$ cat src/rtl/tmtw_pkg.sv
`timescale 1ns / 1ps
`default_nettype none
// ----------------------------------------------------------------------------
// tmtw_pkg
// Shared types and constants of the text mode terminal writer.
// ----------------------------------------------------------------------------
package tmtw_pkg;

    localparam int COLUMNS     = 80;
    localparam int ROWS        = 25;
    localparam int CELL_COUNT  = ROWS * COLUMNS;
    localparam int ADDR_W      = $clog2(CELL_COUNT);
    localparam int ROW_W       = 5;
    localparam int COL_W       = 7;
    localparam int RAW_W       = ROW_W + COL_W;
    localparam int QUEUE_DEPTH = 2;
    localparam int PTR_W       = (QUEUE_DEPTH > 1) ? $clog2(QUEUE_DEPTH) : 1;
    localparam int CNT_W       = $clog2(QUEUE_DEPTH + 1);

    localparam logic [ADDR_W-1:0] LAST_CELL   = ADDR_W'(CELL_COUNT - 1);
    localparam logic [ADDR_W-1:0] BOTTOM_BASE = ADDR_W'(CELL_COUNT - COLUMNS);
    localparam logic [ADDR_W-1:0] ROW_STEP    = ADDR_W'(COLUMNS);
    localparam logic [COL_W-1:0]  LAST_COL    = COL_W'(COLUMNS - 1);
    localparam logic [ROW_W-1:0]  LAST_ROW    = ROW_W'(ROWS - 1);
    localparam logic [COL_W:0]    COL_LIMIT   = (COL_W + 1)'(COLUMNS);
    localparam logic [ROW_W:0]    ROW_LIMIT   = (ROW_W + 1)'(ROWS);

    localparam logic [7:0] BLANK_CHAR     = 8'h20;
    localparam logic [7:0] CODE_NEWLINE   = 8'd10;
    localparam logic [7:0] CODE_BACKSPACE = 8'd8;
    localparam logic [7:0] RESET_COLOR    = 8'h0F;

    localparam logic [1:0] OP_PUT   = 2'd0;
    localparam logic [1:0] OP_CLEAR = 2'd1;
    localparam logic [1:0] OP_READ  = 2'd2;

    typedef struct packed {
        logic [1:0]       operation;
        logic [7:0]       char_code;
        logic [ROW_W-1:0] read_row;
        logic [COL_W-1:0] read_column;
    } in_t;

    typedef struct packed {
        logic [15:0]      cell_data;
        logic [ROW_W-1:0] cursor_row;
        logic [COL_W-1:0] cursor_column;
        logic             scrolled;
    } out_t;

    typedef enum logic [2:0] {
        K_CHAR,
        K_NEWLINE,
        K_BACKSPACE,
        K_CLEAR,
        K_READ,
        K_NOP
    } cmd_kind_t;

    typedef struct packed {
        cmd_kind_t         kind;
        logic [7:0]        char_code;
        logic              read_ok;
        logic [ADDR_W-1:0] read_addr;
    } cmd_t;

    typedef struct packed {
        logic init_busy;
        logic q_full;
    } front_ctl_t;

    typedef enum logic [2:0] {
        ST_INIT,
        ST_IDLE,
        ST_READ,
        ST_CLEAR,
        ST_SCROLL,
        ST_BLANK
    } back_state_t;

endpackage
`default_nettype wire

$ cat src/rtl/tmtw_front.sv
`timescale 1ns / 1ps
`default_nettype none
// ----------------------------------------------------------------------------
// tmtw_front
// Accepts input transactions, decodes them into commands and computes the
// linear cell address of a read.
// ----------------------------------------------------------------------------
module tmtw_front (
    input  wire logic            s_valid,
    output logic                 s_ready,
    input  wire tmtw_pkg::in_t   s_data,
    input  wire tmtw_pkg::front_ctl_t ctl,
    output logic                 q_push,
    output tmtw_pkg::cmd_t       q_cmd
);

    logic [tmtw_pkg::RAW_W-1:0] raw_addr;

    assign s_ready = !ctl.q_full && !ctl.init_busy;
    assign q_push  = s_valid && s_ready;

    assign raw_addr = tmtw_pkg::RAW_W'(s_data.read_row) * tmtw_pkg::RAW_W'(tmtw_pkg::COLUMNS)
                    + tmtw_pkg::RAW_W'(s_data.read_column);

    always_comb begin
        q_cmd.char_code = s_data.char_code;
        q_cmd.read_addr = tmtw_pkg::ADDR_W'(raw_addr);
        q_cmd.read_ok   = ({1'b0, s_data.read_row} < tmtw_pkg::ROW_LIMIT)
                       && ({1'b0, s_data.read_column} < tmtw_pkg::COL_LIMIT);
        unique case (s_data.operation)
            tmtw_pkg::OP_PUT: begin
                if (s_data.char_code == tmtw_pkg::CODE_NEWLINE) begin
                    q_cmd.kind = tmtw_pkg::K_NEWLINE;
                end else if (s_data.char_code == tmtw_pkg::CODE_BACKSPACE) begin
                    q_cmd.kind = tmtw_pkg::K_BACKSPACE;
                end else begin
                    q_cmd.kind = tmtw_pkg::K_CHAR;
                end
            end
            tmtw_pkg::OP_CLEAR: q_cmd.kind = tmtw_pkg::K_CLEAR;
            tmtw_pkg::OP_READ:  q_cmd.kind = tmtw_pkg::K_READ;
            default:            q_cmd.kind = tmtw_pkg::K_NOP;
        endcase
    end

endmodule
`default_nettype wire

$ cat config.mk
export PLATFORM = sky130hd
export DESIGN_NAME = tmtw_front
export DESIGN_NICKNAME = d
export VERILOG_FILES = /design/src/rtl/tmtw_pkg.sv /design/src/rtl/tmtw_front.sv
export SDC_FILE = /design/constraint.sdc
export NUM_CORES = 1
export LEC_CHECK = 0
export ABC_AREA = 1
export BUFFER_PORTS_ARGS = -buffer_cell sky130_fd_sc_hd__clkbuf_2
export CAP_MARGIN = 5
export CELL_PAD_IN_SITES_DETAIL_PLACEMENT = 0
export CELL_PAD_IN_SITES_GLOBAL_PLACEMENT = 2
export CORE_MARGIN = 1.5
export CORE_UTILIZATION = 18
export DETAILED_ROUTE_END_ITERATION = 7
export PLACE_DENSITY_LB_ADDON = 0.05
export SYNTH_ARGS = -nofsm -noshare
export SYNTH_HDL_FRONTEND = slang
export SYNTH_SLANG_ARGS = --single-unit
$ cat constraint.sdc
create_clock -name vclk -period 1.9
set_input_delay 0.19 -clock vclk [all_inputs]
set_output_delay 0.19 -clock vclk [all_outputs]
set_load 0.03 [all_outputs]
==> summary.md, run 1 <==
| Metric | Value |
|---|---|
| Gr usage total | 0.0800 |
| Fin. Hold Viols | 0 |
| DRT Pass-1 Iters | 2 |
| Kind of critical path | in -> out |
| Top-count cell post-synth | nand2_1 |
| Synth Instances | 88 |
| WHS | 0.380 ns |
| Hold_buf cts | 0 |
| Via count | 641 |
| Initial Util | 0.195 |
| Distinct cells, synth | 21 |
| Switching Fraction | 0.570 |
| Synth Warn # | 0 |
| # DRC | 0 |
| Net Count, Synth | 124 |
| Final Setup Violations | 1 |
| Die Ht | 58.6 um |
| Overall Power | 393 uW |
| Slew Viols, Final | 0 |
| RSZ-0062 raised after global routing | yes |
| Worst path most repeated cell | nand2_1 |
| Delay of the slowest critical-path stage | 0.59 ns |
| CP cell instances | buf_8, ha_4, ha_4, fa_2, nand2_1, inv_1, nand2_1, nand2_1, nand2_2, buf_8 |
| 1st-iter DRT viols | 9 |
| Pint | 169 uW |
| Synth top area share | 0.202 |
| Worst Setup End Kind | output port |
| Clock Power Share | 0 |
| Die area | 0.00344 mm^2 |
| Sequential power share | 0 |
| Met3 usage | 0.00220 |
| Ports | 50 |
| FFs & Latches | 0 |
| Placed instance count | 157 |
| Leak pwr | 0.507 nW |
| Worst VDD drop | 0.178 mV |
| Number of global-route vias before repair | 582 |
| Max-cap viol count | 0 |
| Commonest cells in the netlist | 22 x nand2_1, 12 x buf_4, 11 x inv_1, 9 x ha_1, 7 x nand3_1 |
| Buffers on Ports | 42 |
| Routability cong. | 0.693 |
| Core area | 0.00285 mm^2 |
| Crit path max-delay cell type | fa_2 |
| Largest net degree at the start of global routing | 6 |
| Grt peak-use layer | met2 |
| Worst EP arrival | 1.72 ns |
| Top cells by area, synth | ha_1 20%, buf_4 16%, nand2_1 15%, inv_1 7.4%, fa_1 7.2% |
| Area leader, netlist | ha_1 |
| Tcrit/Tclk final | 1.00 |
| Clk_buf instances | 0 |
| Fin crit period | 1.91 ns |
| M2 GR Usage | 0.167 |
| Initial antenna violation count | 0 |
| Violated checks | setup timing |
| Critical Path RT | 1.71 ns |
| Worst Hold Class | in -> out |
| Remaining antenna violation count | 0 |
| Site row count | 19 |
| Crit path max fanout | 4 |
| Die width | 58.6 um |
| Nets | 165 |
| Status | complete, but fails checks |
| Fmax | 0.525 GHz |
| HP Start | s_data[1] |
| Vias per Instance | 4.06 |
| Met1 usage | 0.0919 |
| Post-place setup slack | -0.174 ns |
| GRT overflow | 0 |
| Routed len/inst | 8.57 um |
| Post-route setup slack | -0.00634 ns |
| Share of cells above drive strength 1 | 0.543 |
| CP Launch Point | s_data[10] |
| Combinational group share of total power | 1.000 |
| Register area | 0 um^2 |
| Post-synthesis cell area | 557 um^2 |
| Sw power | 224 uW |
| Post-Syn Area per Cell | 6.33 um^2 |
| CP Launch Type | primary input |
| Worst Tran Pin Value | 0.227 ns |
| Slew HR | 0.847 |
| Post-DP HPWL | 1.26 mm |
| Register area share after synthesis | 0 |
| WL final | 1.35 mm |
| Area Growth Syn to Fin | 58.9% |
| Pwr Density | 444 mW/mm^2 |
| Antenna fix cells | 0 |
| Finished Layout Cells | 158 |
| First-pass GRT wire length | 2.30 mm |
## metal layers
layer | vias up | wire (um)
met5 | - | 0
met4 | 0 | 4
met3 | 2 | 62
met2 | 19 | 711
met1 | 276 | 575
li1 | 344 | -
## path summary, 6_finish.rpt
kind,endpoint,slack [ns],depth (start not counted)
hold / removal,q_cmd[1],0.38,0
setup / recovery,q_cmd[9],-0.006,10
## placed cells by master (no fill, tap or decap), drive strengths merged
master  instances
clkbuf         39
nand2          24
buf            13
inv            12
nand3           9
ha              9
nor2            5
nor3            3
nor3b           2
a21oi           2
fa              2
xor2            2
or2             2
xnor2           1
o21ai           1
o21a            1
## cell families after synthesis
family          Yosys count  synth area share
compound gates            4            0.0404
xor+xnor                  3            0.0472
fa+ha+maj                11             0.274
simple gates             45             0.389
buf+inv                  25             0.249
## worst max-delay path: cells and delay by family
family                   cells  cell delay [ns]
adder cells (fa/ha/maj)      3             0.98
buffers and inverters        3             0.29
AND/OR/NAND/NOR              4             0.26
## layout make-up
| class | instances | area [um^2] |
|---|---|---|
| fillers | 322 | 1970 |
| multi-input cells | 63 | 468 |
| repair buffers | 52 | 333 |
| inverters | 12 | 45.0 |
| well taps | 31 | 38.8 |
## per-stage QoR
stage                      TNS, ns   util  cell area (um^2)
after global placement      -0.463  0.276               787
after detailed placement    -0.484  0.276               787
after CTS                   -0.159  0.298               850
after floorplan           -0.00331      -               564
after global routing        -0.174  0.310               885
final                     -0.00634  0.310               885
## power by group through the flow
stage | combinational [mW] | clock [mW] | sequential, mW
after floorplan | 0.253 | 0 | 0
after global placement | 0.344 | 0 | 0
after detailed placement | 0.344 | 0 | 0
after CTS | 0.383 | 0 | 0
after global routing | 0.431 | 0 | 0
final | 0.393 | 0 | 0
## what timing repair did
item                                    4_1_cts  5_1_grt
cloned                                        0        0
pin swaps                                     6        8
setup buffers                                 0        1
endpoints found under the setup margin        3        3
resized for setup                            11       12
Note: power is estimated with default switching activity, not from simulation.
==> run 2: changes to the inputs <==
--- a/config.mk
+++ b/config.mk
@@ -10,6 +10,7 @@
 export CAP_MARGIN = 5
 export CELL_PAD_IN_SITES_DETAIL_PLACEMENT = 0
 export CELL_PAD_IN_SITES_GLOBAL_PLACEMENT = 2
+export CORE_ASPECT_RATIO = 0.5
 export CORE_MARGIN = 1.5
 export CORE_UTILIZATION = 18
 export DETAILED_ROUTE_END_ITERATION = 7
==> run 2 against run 1 <==
  * The flow now finishes without violations
  * Sequential share of layout area unchanged
  * Wire length decreased by 1.8%
  * Final area decreased by 0.99%
  * Combinational power decreased by 1%
  * Utilization decreased by 1.6 points
  * Critical path depth decreased by 3
  * Via count decreased by 0.78%
  * Flip-flop and latch count unchanged
  * Die area increased by 0.59%
  * Setup slack improved by 0.025 ns
  * Critical path type unchanged
==> summary.md, run 2 (synthesis results as in run 1) <==
| Metric | Value |
|---|---|
| Status | complete, no violations (was complete, but fails checks) |
| Tcrit/Tclk final | 0.990 (was 1.00) |
| Pint | 165 uW (was 169 uW) |
| Initial antenna violation count | 0 (unchanged) |
| Worst Hold Class | in -> out (unchanged) |
| Via count | 636 (was 641) |
| Finished Layout Cells | 165 (was 158) |
| Worst EP arrival | 1.69 ns (was 1.72 ns) |
| Fill cells | 340 (was 322) |
| Worst Tran Pin Value | 0.263 ns (was 0.227 ns) |
| Kind of critical path | in -> out (unchanged) |
| Critical Path RT | 1.71 ns (about the same) |
| # DRC | 0 (unchanged) |
| Core area | 0.00298 mm^2 (was 0.00285 mm^2) |
| Vias per Instance | 3.85 (was 4.06) |
| Most frequent cells in the layout | 37 x clkbuf_2, 20 x nand2_1, 9 x inv_1, 8 x buf_4, 7 x nand3_1 (was 37 x clkbuf_2, 19 x nand2_1, 10 x inv_1, 10 x buf_4) |
| Initial Util | 0.187 (was 0.195) |
| Routability cong. | 0.679 (was 0.693) |
| Antenna fix cells | 0 (unchanged) |
| Combinational group share of total power | 1.000 (about the same) |
| CP Launch Type | primary input (unchanged) |
| Sw power | 223 uW (was 224 uW) |
| Site row count | 14 (was 19) |
| FFs & Latches | 0 (unchanged) |
| Die width | 81.7 um (was 58.6 um) |
| Placed instance count | 164 (was 157) |
| Number of global-route vias before repair | 517 (was 582) |
| Gr usage total | 0.0765 (was 0.0800) |
| Area Growth Syn to Fin | 57.3% (was 58.9%) |
| GRT overflow | 0 (unchanged) |
| Area of the multi-input gates | 465 um^2 (was 468 um^2) |
| Pwr Density | 443 mW/mm^2 (was 444 mW/mm^2) |
| Slew Viols, Final | 0 (unchanged) |
| Commonest non-fill, non-tap cell in the layout | clkbuf_2 (unchanged) |
| Post-place setup slack | -0.176 ns (was -0.174 ns) |
| Slew HR | 0.823 (was 0.847) |
| DR WL met2 | 531 um (was 711 um) |
| Fin crit period | 1.88 ns (was 1.91 ns) |
| DRT Pass-1 Iters | 4 (was 2) |
| Remaining antenna violation count | 0 (unchanged) |
| Buffers on Ports | 42 (unchanged) |
| First-pass GRT wire length | 2.17 mm (was 2.30 mm) |
| Overall Power | 388 uW (was 393 uW) |
| RSZ-0062 raised after global routing | yes (unchanged) |
| Leak pwr | 0.493 nW (was 0.507 nW) |
| Fmax | 0.532 GHz (was 0.525 GHz) |
| Final Setup Violations | 0 (was 1) |
| Post-DP HPWL | 1.23 mm (was 1.26 mm) |
| Die Ht | 42.3 um (was 58.6 um) |
| Register area | 0 um^2 (unchanged) |
| Clk_buf instances | 0 (unchanged) |
| Sequential power share | 0 (about the same) |
| Worst VDD drop | 0.175 mV (was 0.178 mV) |
| Fin. Hold Viols | 0 (unchanged) |
| 1st-iter DRT viols | 6 (was 9) |
| Share of cells above drive strength 1 | 0.536 (was 0.543) |
| Ports | 50 (unchanged) |
| Metal3 WL | 179 um (was 62 um) |
| Max-cap viol count | 0 (unchanged) |
| WL final | 1.33 mm (was 1.35 mm) |
| Routed len/inst | 8.05 um (was 8.57 um) |
| Switching Fraction | 0.575 (was 0.570) |
| Nets | 163 (was 165) |
| Die area | 0.00346 mm^2 (was 0.00344 mm^2) |
| M1 WL | 618 um (was 575 um) |
| Worst Setup End Kind | output port (unchanged) |
| Crit path max fanout | 4 (unchanged) |
| Max Used Layer | met3 (was met4) |
| Clock Power Share | 0 (about the same) |
| Largest net degree at the start of global routing | 6 (unchanged) |
| Post-route setup slack | 0.0190 ns (was -0.00634 ns) |
## run 2: what timing repair did
action                                  in CTS  in global routing
buffers inserted                             1                  0
endpoints found under the setup margin       3                  3
pin swaps                                    3                  6
resized for setup                           12                 11
hold buffers                                 0                  0
## run 2: power groups by stage
stage / registers [mW] / logic, mW / clock network, mW
after CTS: 0 / 0.379 / 0
final: 0 / 0.388 / 0
after detailed placement: 0 / 0.339 / 0
after global routing: 0 / 0.428 / 0
after global placement: 0 / 0.343 / 0
after floorplan: 0 / 0.253 / 0
## run 2: layer usage
layer  vias to the layer above  global-route usage
met5                         -                   0
met4                         0                   0
met3                         0             0.00217
met2                        38               0.136
met1                       254               0.110
li1                        344                   -
## run 2: through the flow
step	area [um^2]	setup TNS, ns	utilization	hold WS, ns
4_1_cts	856	-0.0971	0.287	0.380
6_report	876	0	0.294	0.380
3_5_place_dp	783	-0.504	0.263	0.380
2_1_floorplan	564	-0.00331	-	0.487
3_3_place_gp	783	-0.519	0.263	0.380
5_1_grt	876	-0.136	0.294	0.380
## run 2: cell type report
cell class | instances | share of cell area
multi-input cells | 63 | 0.531
repair buffers | 50 | 0.360
well taps | 40 | 0.0571
inverters | 12 | 0.0514
## run 2: path summary, 6_finish.rpt
path              slack [ns]       end  depth (start not counted)      start
setup / recovery        0.02  q_cmd[8]                          7  s_data[8]
hold / removal          0.38  q_cmd[3]                          0  s_data[3]
## run 2: worst max-delay path, stage by stage
cell and delay, ns:
buf_8 0.10, ha_4 0.23, ha_4 0.16, fa_2 0.59, buf_4 0.14, xor2_2 0.12
clkbuf_8 0.17
