[src/rtl/tmtw_pkg.sv]
`timescale 1ns / 1ps
`default_nettype none
// ----------------------------------------------------------------------------
// tmtw_pkg
// Shared types and constants of the text mode terminal writer.
// ----------------------------------------------------------------------------
package tmtw_pkg;

    localparam int COLUMNS     = 80;
    localparam int ROWS        = 25;
    localparam int CELL_COUNT  = ROWS * COLUMNS;
    localparam int ADDR_W      = $clog2(CELL_COUNT);
    localparam int ROW_W       = 5;
    localparam int COL_W       = 7;
    localparam int RAW_W       = ROW_W + COL_W;
    localparam int QUEUE_DEPTH = 2;
    localparam int PTR_W       = (QUEUE_DEPTH > 1) ? $clog2(QUEUE_DEPTH) : 1;
    localparam int CNT_W       = $clog2(QUEUE_DEPTH + 1);

    localparam logic [ADDR_W-1:0] LAST_CELL   = ADDR_W'(CELL_COUNT - 1);
    localparam logic [ADDR_W-1:0] BOTTOM_BASE = ADDR_W'(CELL_COUNT - COLUMNS);
    localparam logic [ADDR_W-1:0] ROW_STEP    = ADDR_W'(COLUMNS);
    localparam logic [COL_W-1:0]  LAST_COL    = COL_W'(COLUMNS - 1);
    localparam logic [ROW_W-1:0]  LAST_ROW    = ROW_W'(ROWS - 1);
    localparam logic [COL_W:0]    COL_LIMIT   = (COL_W + 1)'(COLUMNS);
    localparam logic [ROW_W:0]    ROW_LIMIT   = (ROW_W + 1)'(ROWS);

    localparam logic [7:0] BLANK_CHAR     = 8'h20;
    localparam logic [7:0] CODE_NEWLINE   = 8'd10;
    localparam logic [7:0] CODE_BACKSPACE = 8'd8;
    localparam logic [7:0] RESET_COLOR    = 8'h0F;

    localparam logic [1:0] OP_PUT   = 2'd0;
    localparam logic [1:0] OP_CLEAR = 2'd1;
    localparam logic [1:0] OP_READ  = 2'd2;

    typedef struct packed {
        logic [1:0]       operation;
        logic [7:0]       char_code;
        logic [ROW_W-1:0] read_row;
        logic [COL_W-1:0] read_column;
    } in_t;

    typedef struct packed {
        logic [15:0]      cell_data;
        logic [ROW_W-1:0] cursor_row;
        logic [COL_W-1:0] cursor_column;
        logic             scrolled;
    } out_t;

    typedef enum logic [2:0] {
        K_CHAR,
        K_NEWLINE,
        K_BACKSPACE,
        K_CLEAR,
        K_READ,
        K_NOP
    } cmd_kind_t;

    typedef struct packed {
        cmd_kind_t         kind;
        logic [7:0]        char_code;
        logic              read_ok;
        logic [ADDR_W-1:0] read_addr;
    } cmd_t;

    typedef struct packed {
        logic init_busy;
        logic q_full;
    } front_ctl_t;

    typedef enum logic [2:0] {
        ST_INIT,
        ST_IDLE,
        ST_READ,
        ST_CLEAR,
        ST_SCROLL,
        ST_BLANK
    } back_state_t;

endpackage
`default_nettype wire

[src/rtl/tmtw_queue.sv]
`timescale 1ns / 1ps
`default_nettype none
// ----------------------------------------------------------------------------
// tmtw_queue
// Short command queue between the decode front end and the screen engine.
// ----------------------------------------------------------------------------
module tmtw_queue (
    input  wire logic           aclk,
    input  wire logic           aresetn,
    input  wire logic           push,
    input  wire tmtw_pkg::cmd_t push_cmd,
    input  wire logic           pop,
    output logic                full,
    output logic                not_empty,
    output tmtw_pkg::cmd_t      head_cmd
);

    tmtw_pkg::cmd_t                entry_reg [tmtw_pkg::QUEUE_DEPTH];
    logic [tmtw_pkg::PTR_W-1:0]    wr_ptr_reg, wr_ptr_next;
    logic [tmtw_pkg::PTR_W-1:0]    rd_ptr_reg, rd_ptr_next;
    logic [tmtw_pkg::CNT_W-1:0]    count_reg, count_next;

    localparam logic [tmtw_pkg::PTR_W-1:0] LAST_PTR = tmtw_pkg::PTR_W'(tmtw_pkg::QUEUE_DEPTH - 1);
    localparam logic [tmtw_pkg::CNT_W-1:0] FULL_CNT = tmtw_pkg::CNT_W'(tmtw_pkg::QUEUE_DEPTH);

    assign full      = (count_reg == FULL_CNT);
    assign not_empty = (count_reg != '0);
    assign head_cmd  = entry_reg[rd_ptr_reg];

    always_comb begin
        wr_ptr_next = wr_ptr_reg;
        rd_ptr_next = rd_ptr_reg;
        count_next  = count_reg;
        if (push) begin
            wr_ptr_next = (wr_ptr_reg == LAST_PTR) ? '0 : wr_ptr_reg + 1'b1;
        end
        if (pop) begin
            rd_ptr_next = (rd_ptr_reg == LAST_PTR) ? '0 : rd_ptr_reg + 1'b1;
        end
        if (push && !pop) begin
            count_next = count_reg + 1'b1;
        end else if (pop && !push) begin
            count_next = count_reg - 1'b1;
        end
    end

    always_ff @(posedge aclk) begin
        if (!aresetn) begin
            wr_ptr_reg <= '0;
            rd_ptr_reg <= '0;
            count_reg  <= '0;
        end else begin
            wr_ptr_reg <= wr_ptr_next;
            rd_ptr_reg <= rd_ptr_next;
            count_reg  <= count_next;
        end
    end

    always_ff @(posedge aclk) begin
        if (push) begin
            entry_reg[wr_ptr_reg] <= push_cmd;
        end
    end

endmodule
`default_nettype wire

[config.mk]
export PLATFORM = sky130hd
export DESIGN_NAME = tmtw_queue
export DESIGN_NICKNAME = d
export VERILOG_FILES = /design/src/rtl/tmtw_pkg.sv /design/src/rtl/tmtw_queue.sv
export SDC_FILE = /design/constraint.sdc
export NUM_CORES = 1
export LEC_CHECK = 0
export BUFFER_PORTS_ARGS = -buffer_cell sky130_fd_sc_hd__buf_2
export CAP_MARGIN = 40
export CORE_ASPECT_RATIO = 1.5
export CORE_MARGIN = 10
export CORE_UTILIZATION = 40
export DETAILED_ROUTE_END_ITERATION = 7
export PLACE_DENSITY = 0.66
export SYNTH_ARGS = -nofsm -noshare
export SYNTH_HDL_FRONTEND = slang
export SYNTH_SLANG_ARGS = --single-unit
export TNS_END_PERCENT = 100
[constraint.sdc]
create_clock -name aclk -period 1.85 [get_ports aclk]
set_input_delay 0.185 -clock aclk [delete_from_list [all_inputs] [get_ports aclk]]
set_output_delay 0.185 -clock aclk [all_outputs]
set_load 0.1 [all_outputs]
==> summary.md, run 1 <==
| Metric | Value |
|---|---|
| Outcome | finished, final reports clean |
| Worst Skew | roughly 5 ps |
| Syn Std Cell Area | roughly 1900 sq um |
| Chip Width | between 70 and 80 um |
| N_diodes | 0 |
| Area leader, netlist | edfxtp_1 |
| Synth-to-layout area growth | 41.80% |
| Layout cells sized above 1 | 0.5621 |
| Number of iterations in the first detailed-routing pass | 2 |
| Layout Nets | 180 |
| # resized after CTS | 0 |
| Max cap viols | 0 |
| Pre-CTS setup slack | 449.2 ps |
| Most used routing layer | met2 |
| Met1 GRT Util | 0.09899 |
| First-pass GRT wire length | 5851 um |
| Initial core utilization | 0.4132 |
| Clk root buf | clkbuf_8 |
| CP required | between 1500 and 2000 ps |
| Non-filler cells, final | 217 |
| Critical Path Source Type | register |
| Die ar. | 7888 sq um |
| CTS tree | yes |
| H-tree depth | 2 |
| Post-synth top cells | edfxtp_1, mux2_2, dfxtp_1 |
| Wire per inst | around 16 um |
| Chip height | ~100 um |
| DR vias | approximately 1000 |
| Inserted Clock Buffers | 5 |
| Synth Area in Compound Gates | 0.01067 |
| Max reg flops | 46 |
| Maximum number of pins on one net before global-route repair | 21 |
| Hold Buf Count CTS | 0 |
| WL final | 3490 um |
| Most common cell on crit path | buf_12 |
| Slowest stage delay, CP | 470 ps |
| Std cell rows | 30 |
| # IOs | 52 |
| Post-synthesis adder-cell area fraction | 0.006667 |
| Final hold vios | 0 |
| IO buf count | 51 |
| Ys Warns | 0 |
| Tcrit/Tclk final | 0.9237 |
| Worst path bufs/invs | 2 |
| Post-Synth Simple-Gate Area | 0.03133 |
| Most common cell in the netlist | edfxtp_1 |
| Worst path cell trace | buf_12 > mux2_2 > buf_12 |
| Leakage | roughly 0.0010 uW |
| Crit path kind | register to output pin |
| Initial antenna violation count | 1 |
| Gr usage total | 0.09392 |
| Post-synth EDFFs | 46 |
| Register-to-register path setup slack | 570 ps |
| Worst skew pair latency | 290 ps |
| Grt total ovfl | 0 |
| Core ar. | between 4000 and 5000 sq um |
| GRT met2 Usage | 0.1559 |
| Max Fclk | roughly 0.59 GHz |
| CP arrival | about 1500 ps |
| Worst VDD drop | about 0.61 mV |
| Worst hold slack | around 75 ps |
| Post-placement cell count | between 200 and 250 |
| Worst slew pin tran | around 500 ps |
| Slew Viols, Final | 0 |
| DP HPWL | roughly 2700 um |
| Top area cells in the synthesized netlist | edfxtp_1, mux2_2, dfxtp_1 |
| Main synth FF type | edfxtp_1 |
| Critical path's top delay family | flip-flops |
| Synth top area share | 0.7360 |
| Mapped Nets | 121 |
| Sequential share of the synthesized area | 0.7893 |
| XOR/XNOR share of the synthesized area | 0.01400 |
| Combinational family with the most area after synthesis | multiplexers |
| Clk buf depth | 2 |
| CTS sink cnt | a little over 50 |
| PwrDens | about 1100 nW/um^2 |
| Crit path max fanout | 19 |
| Gate count after technology mapping | 93 |
| Clk slew on worst S/H paths | approximately 80 ps |
| Final setup vio count | 0 |
| Routability cong. | 0.6615 |
| Slowest stage cell on the critical path | dfxtp_1 |
| Placed Area | ~2600 sq um |
| Detail Route Antenna Nets | 0 |
| Syn avg cell area | approximately 20 sq um |
| Grt met3 use | 0.04585 |
| RSZ-0062 raised after global routing | no |
| Worst hold path type | input port to register |
| Drt via density | between 4 and 5 |
| Crit end category | output pin |
| Synth unique cells | 16 |
| Vias in the first global route | ~1200 |
| Setup TNS | 0 ps |
| Post-route DRC | 0 |
| Worst rel slew slack | 0.6754 |
| Post-synth ARST share | 0 |
| Initial DRC count | 81 |
| Buffer count from post-CTS setup fixing | 0 |
| Final instance area | between 2000 and 3000 sq um |
| Mux contribution to synthesized area | 0.1380 |
| Fin crit period | around 1700 ps |
| Flops & latches, synth | 51 |
| Fin worst setup slack | 141.2 ps |
==> worst reg2reg max path: stages (launching register included) <==
cell	delay, ps
dfxtp_1	360
and2_1	270
buf_4	330
==> final timing paths <==
kind                                    from                to  cells past startpoint
worst max-delay path                register      head_cmd[12]                      3
worst min-delay path             push_cmd[3]   entry_reg[0][3]                      1
worst max register to register    wr_ptr_reg  entry_reg[1][16]                      2
worst min register to register  count_reg[1]      count_reg[1]                      2
==> cells by family (layout without fill, tap and decap cells) <==
kind of cell | after synthesis | count (layout)
xor+xnor | 3 | 3
simple gates | 9 | 9
flops | 51 | 51
mux | 23 | 23
buf+inv | 3 | 63
fa+ha+maj | 1 | 1
compound gates | 3 | 3
==> area by class of cell <==
class	instances	area, sq um
clock buffers	7	76.32
clock inverters	1	5.005
fillers	363	1881
inverters	1	3.754
multi-input cells	39	379.1
flip-flops and latches	51	1481
well taps	64	80.08
repair buffers	54	635.6
==> stage by stage <==
stage               total power [uW]    util
floorplan                       1946       -
global placement                2257  0.5680
detailed placement              2267  0.5680
CTS                             2850  0.5860
global route                    2920  0.5860
finish                          2809  0.5860
==> layer usage <==
| layer | vias up | routed length [um] |
|---|---|---|
| li1 | 470 | - |
| met1 | 485 | 1305 |
| met2 | 37 | 1853 |
| met3 | 8 | 257 |
| met4 | 2 | 60 |
| met5 | - | 13 |
==> where the power goes <==
| part | internal (uW) | leakage [uW] | total (uW) | switching, uW |
|---|---|---|---|---|
| registers | 1320 | 0.000473 | 1350 | 23.2 |
| clock network | 265 | 0.0000422 | 580 | 314 |
| logic | 306 | 0.000494 | 882 | 575 |
==> placed cells by master, fill, tap and decap left out, types with 2 or more instances in the layout <==
cell type / netlist / layout
clkbuf_8: 0 / 5
dfxtp_1: 5 / 5
clkbuf_1: 0 / 2
buf_12: 0 / 24
buf_4: 2 / 2
xor2_1: 2 / 2
and2_1: 4 / 4
buf_2: 0 / 28
mux2_2: 23 / 23
edfxtp_1: 46 / 46
Power figures use the tool's default switching activity.
==> inputs of run 2 (changes only) <==
--- a/config.mk
+++ b/config.mk
@@ -9,9 +9,9 @@
 export CAP_MARGIN = 40
 export CORE_ASPECT_RATIO = 1.5
 export CORE_MARGIN = 10
-export CORE_UTILIZATION = 40
+export CORE_UTILIZATION = 51
 export DETAILED_ROUTE_END_ITERATION = 7
-export PLACE_DENSITY = 0.66
+export PLACE_DENSITY = 0.78
 export SYNTH_ARGS = -nofsm -noshare
 export SYNTH_HDL_FRONTEND = slang
 export SYNTH_SLANG_ARGS = --single-unit
==> constraint.sdc (replaced) <==
create_clock -name aclk -period 1.8 [get_ports aclk]
set_input_delay 0.18 -clock aclk [delete_from_list [all_inputs] [get_ports aclk]]
set_output_delay 0.18 -clock aclk [all_outputs]
set_load 0.1 [all_outputs]
==> run 2 against run 1 <==
Against the previous run:
- first-iteration DRC count fell by 67%
- via count fell by 0.80%
- highest routed layer is now met4
- sequential share of layout area rose by 0.40 points
- setup slack improved by 71 ps
- cell count fell by 8.8%
- clock skew rose by 0.52 ps
- sequential power barely moved
==> summary.md, run 2 (same netlist as run 1, synthesis figures left out) <==
| Metric | Value |
|---|---|
| Clk root buf | clkbuf_8 (unchanged) |
| Buffer count from post-CTS setup fixing | 0 (unchanged) |
| Detail Route Antenna Nets | 0 (unchanged) |
| Maximum number of pins on one net before global-route repair | 15 (was 21) |
| Area taken by multi-input logic gates | 379.1 sq um (unchanged) |
| First-pass GRT wire length | 6016 um (was 5851 um) |
| Cells on worst reg2reg path | 2 (unchanged) |
| Slew Viols, Final | 0 (unchanged) |
| Worst Hold End | entry_reg[1][21] (was entry_reg[0][3]) |
| N_diodes | 0 (unchanged) |
| # IOs | 52 (unchanged) |
| Gr usage total | 0.1176 (was 0.09392) |
| Routability cong. | 0.7243 (was 0.6615) |
| # resized after CTS | 0 (unchanged) |
| CP arrival | 1410 ps (was 1520 ps) |
| Fin crit period | ~1600 ps |
| Critical path's top delay family | buffers and inverters (was flip-flops) |
| CP required | 1620 ps (was 1660 ps) |
| Worst Skew | 5.617 ps (was 5.092 ps) |
| H-tree depth | 2 (unchanged) |
| RSZ-0062 raised after global routing | no (unchanged) |
| DP HPWL | 2914 um (was 2711 um) |
| Tcrit/Tclk final | 0.8823 |
| Initial core utilization | 0.5392 (was 0.4132) |
| Slowest stage cell on the critical path | mux2_2 (was dfxtp_1) |
| Inserted Clock Buffers | 5 (unchanged) |
| Worst path cell trace | buf_4 > mux2_2 > buf_12 (was buf_12 > mux2_2 > buf_12) |
| Min-Delay Startpoint | push_cmd[21] (was push_cmd[3]) |
| Crit path kind | register to output pin (unchanged) |
| CTS tree | yes (unchanged) |
| CTS sink cnt | 51 (unchanged) |
| Final setup vio count | 0 (unchanged) |
| IO buf count | 51 (unchanged) |
| Max cap viols | 0 (unchanged) |
| Grt total ovfl | 0 (unchanged) |
| Die ar. | 6556 sq um (was 7888 sq um) |
| Drt via density | 5.020 (was 4.618) |
| Setup TNS | 0 ps (unchanged) |
| Max reg flops | 46 (unchanged) |
| Worst slew pin tran | 487.1 ps (was 490.3 ps) |
| Final hold vios | 0 (unchanged) |
| Initial antenna violation count | 0 (was 1) |
| Slowest stage delay, CP | 390 ps (was 470 ps) |
| Vias in the first global route | 1170 (was 1160) |
| Most frequent cells in the layout | edfxtp_1, buf_2, mux2_2, buf_12, buf_4 (was edfxtp_1, buf_2, buf_12) |
| Chip height | 94.30 um (was 103.9 um) |
| Worst path bufs/invs | 2 (unchanged) |
| DR vias | 994 (was 1002) |
| Hold Buf Count CTS | 0 (unchanged) |
| Synth-to-layout area growth | 40.80% (was 41.80%) |
| Chip Width | 69.53 um (was 75.93 um) |
| Clk buf depth | 2 (unchanged) |
| Worst skew pair latency | 290 ps (about the same) |
| Number of iterations in the first detailed-routing pass | 4 (was 2) |
| Max Fclk | about 0.63 GHz |
| Worst rel slew slack | 0.6775 (was 0.6754) |
| Outcome | finished, final reports clean (unchanged) |
| Worst hold path type | input port to register (unchanged) |
| Reg-to-Reg End | entry_reg[0][4] (was entry_reg[1][16]) |
| Layout Nets | 183 (was 180) |
| Fillers | 192 (was 363) |
| Critical Path Source Type | register (unchanged) |
| WL final | 3694 um (was 3490 um) |
| Clk slew on worst S/H paths | 80 ps (about the same) |
| Std cell rows | 26 (was 30) |
| Layout cells sized above 1 | 0.5641 (was 0.5621) |
| Leakage | 0.001018 uW (was 0.001009 uW) |
| PwrDens | 1095 nW/um^2 (was 1056 nW/um^2) |
| Crit path max fanout | 13 (was 19) |
| Crit end category | output pin (unchanged) |
| Register area | 1481 sq um (unchanged) |
| Reg2reg start | wr_ptr_reg (unchanged) |
| Post-layout util | 0.7592 (was 0.5860) |
| Initial DRC count | 27 (was 81) |
| Post-route DRC | 0 (unchanged) |
| Wire per inst | 18.66 um (was 16.08 um) |
| Most common cell after layout, fill and taps aside | edfxtp_1 (unchanged) |
| Register-to-register path setup slack | 540 ps (was 570 ps) |
| Worst VDD drop | 0.7644 mV (was 0.6134 mV) |
| Core ar. | 3481 sq um (was 4542 sq um) |
| Worst Hold Depth | 1 (unchanged) |
run 2: per-stage QoR:
stage	setup WS [ps]	power, uW	instance area (sq um)	hold WS [ps]	cells
5_1_grt	126.9	3006	2643	52.62	198
3_3_place_gp	540.1	2310	2562	367.6	190
6_report	211.8	2894	2643	71.14	198
3_5_place_dp	511.2	2335	2562	371.5	190
4_1_cts	188.5	2922	2643	60.31	198
2_1_floorplan	9.621	2001	1877	278.9	93
run 2: report_power, final:
group	internal (uW)	leakage, uW	switching (uW)
sequential	1360	0.000473	22.4
clock	276	0.0000395	319
combinational	315	0.000506	600
total	1950	0.00102	941
run 2: worst max-delay path by stage:
stage          startpoint              end  slack (ps)  cells after the start
2_1_floorplan  wr_ptr_reg  entry_reg[0][0]          10                      1
3_3_place_gp     register     head_cmd[19]         540                      3
3_5_place_dp         push  entry_reg[0][4]         510                      3
4_1_cts          register     head_cmd[19]         190                      3
5_1_grt          register     head_cmd[19]         130                      3
6_report         register     head_cmd[19]         210                      3
run 2: worst register-to-register path, delay by kind of cell (launching register included):
family / cells / cell delay [ps]
buffers and inverters: 1 / 290
flip-flops: 1 / 340
AND/OR/NAND/NOR: 1 / 340
run 2: per-layer routing:
metal	share of wire	global-route usage	vias to the layer above
met5	0	0	-
met4	0.025	0.06902	0
met2	0.57	0.2179	37
met1	0.35	0.1085	474
met3	0.058	0.04021	8
li1	-	-	475
run 2: layout make-up:
class,instances,share of cell area
sequential,51,0.5606
timing repair buffer,57,0.2443
multi-input combinational,39,0.1435
clock buffer,8,0.03030
tap,42,0.01989
inverter,1,0.001420
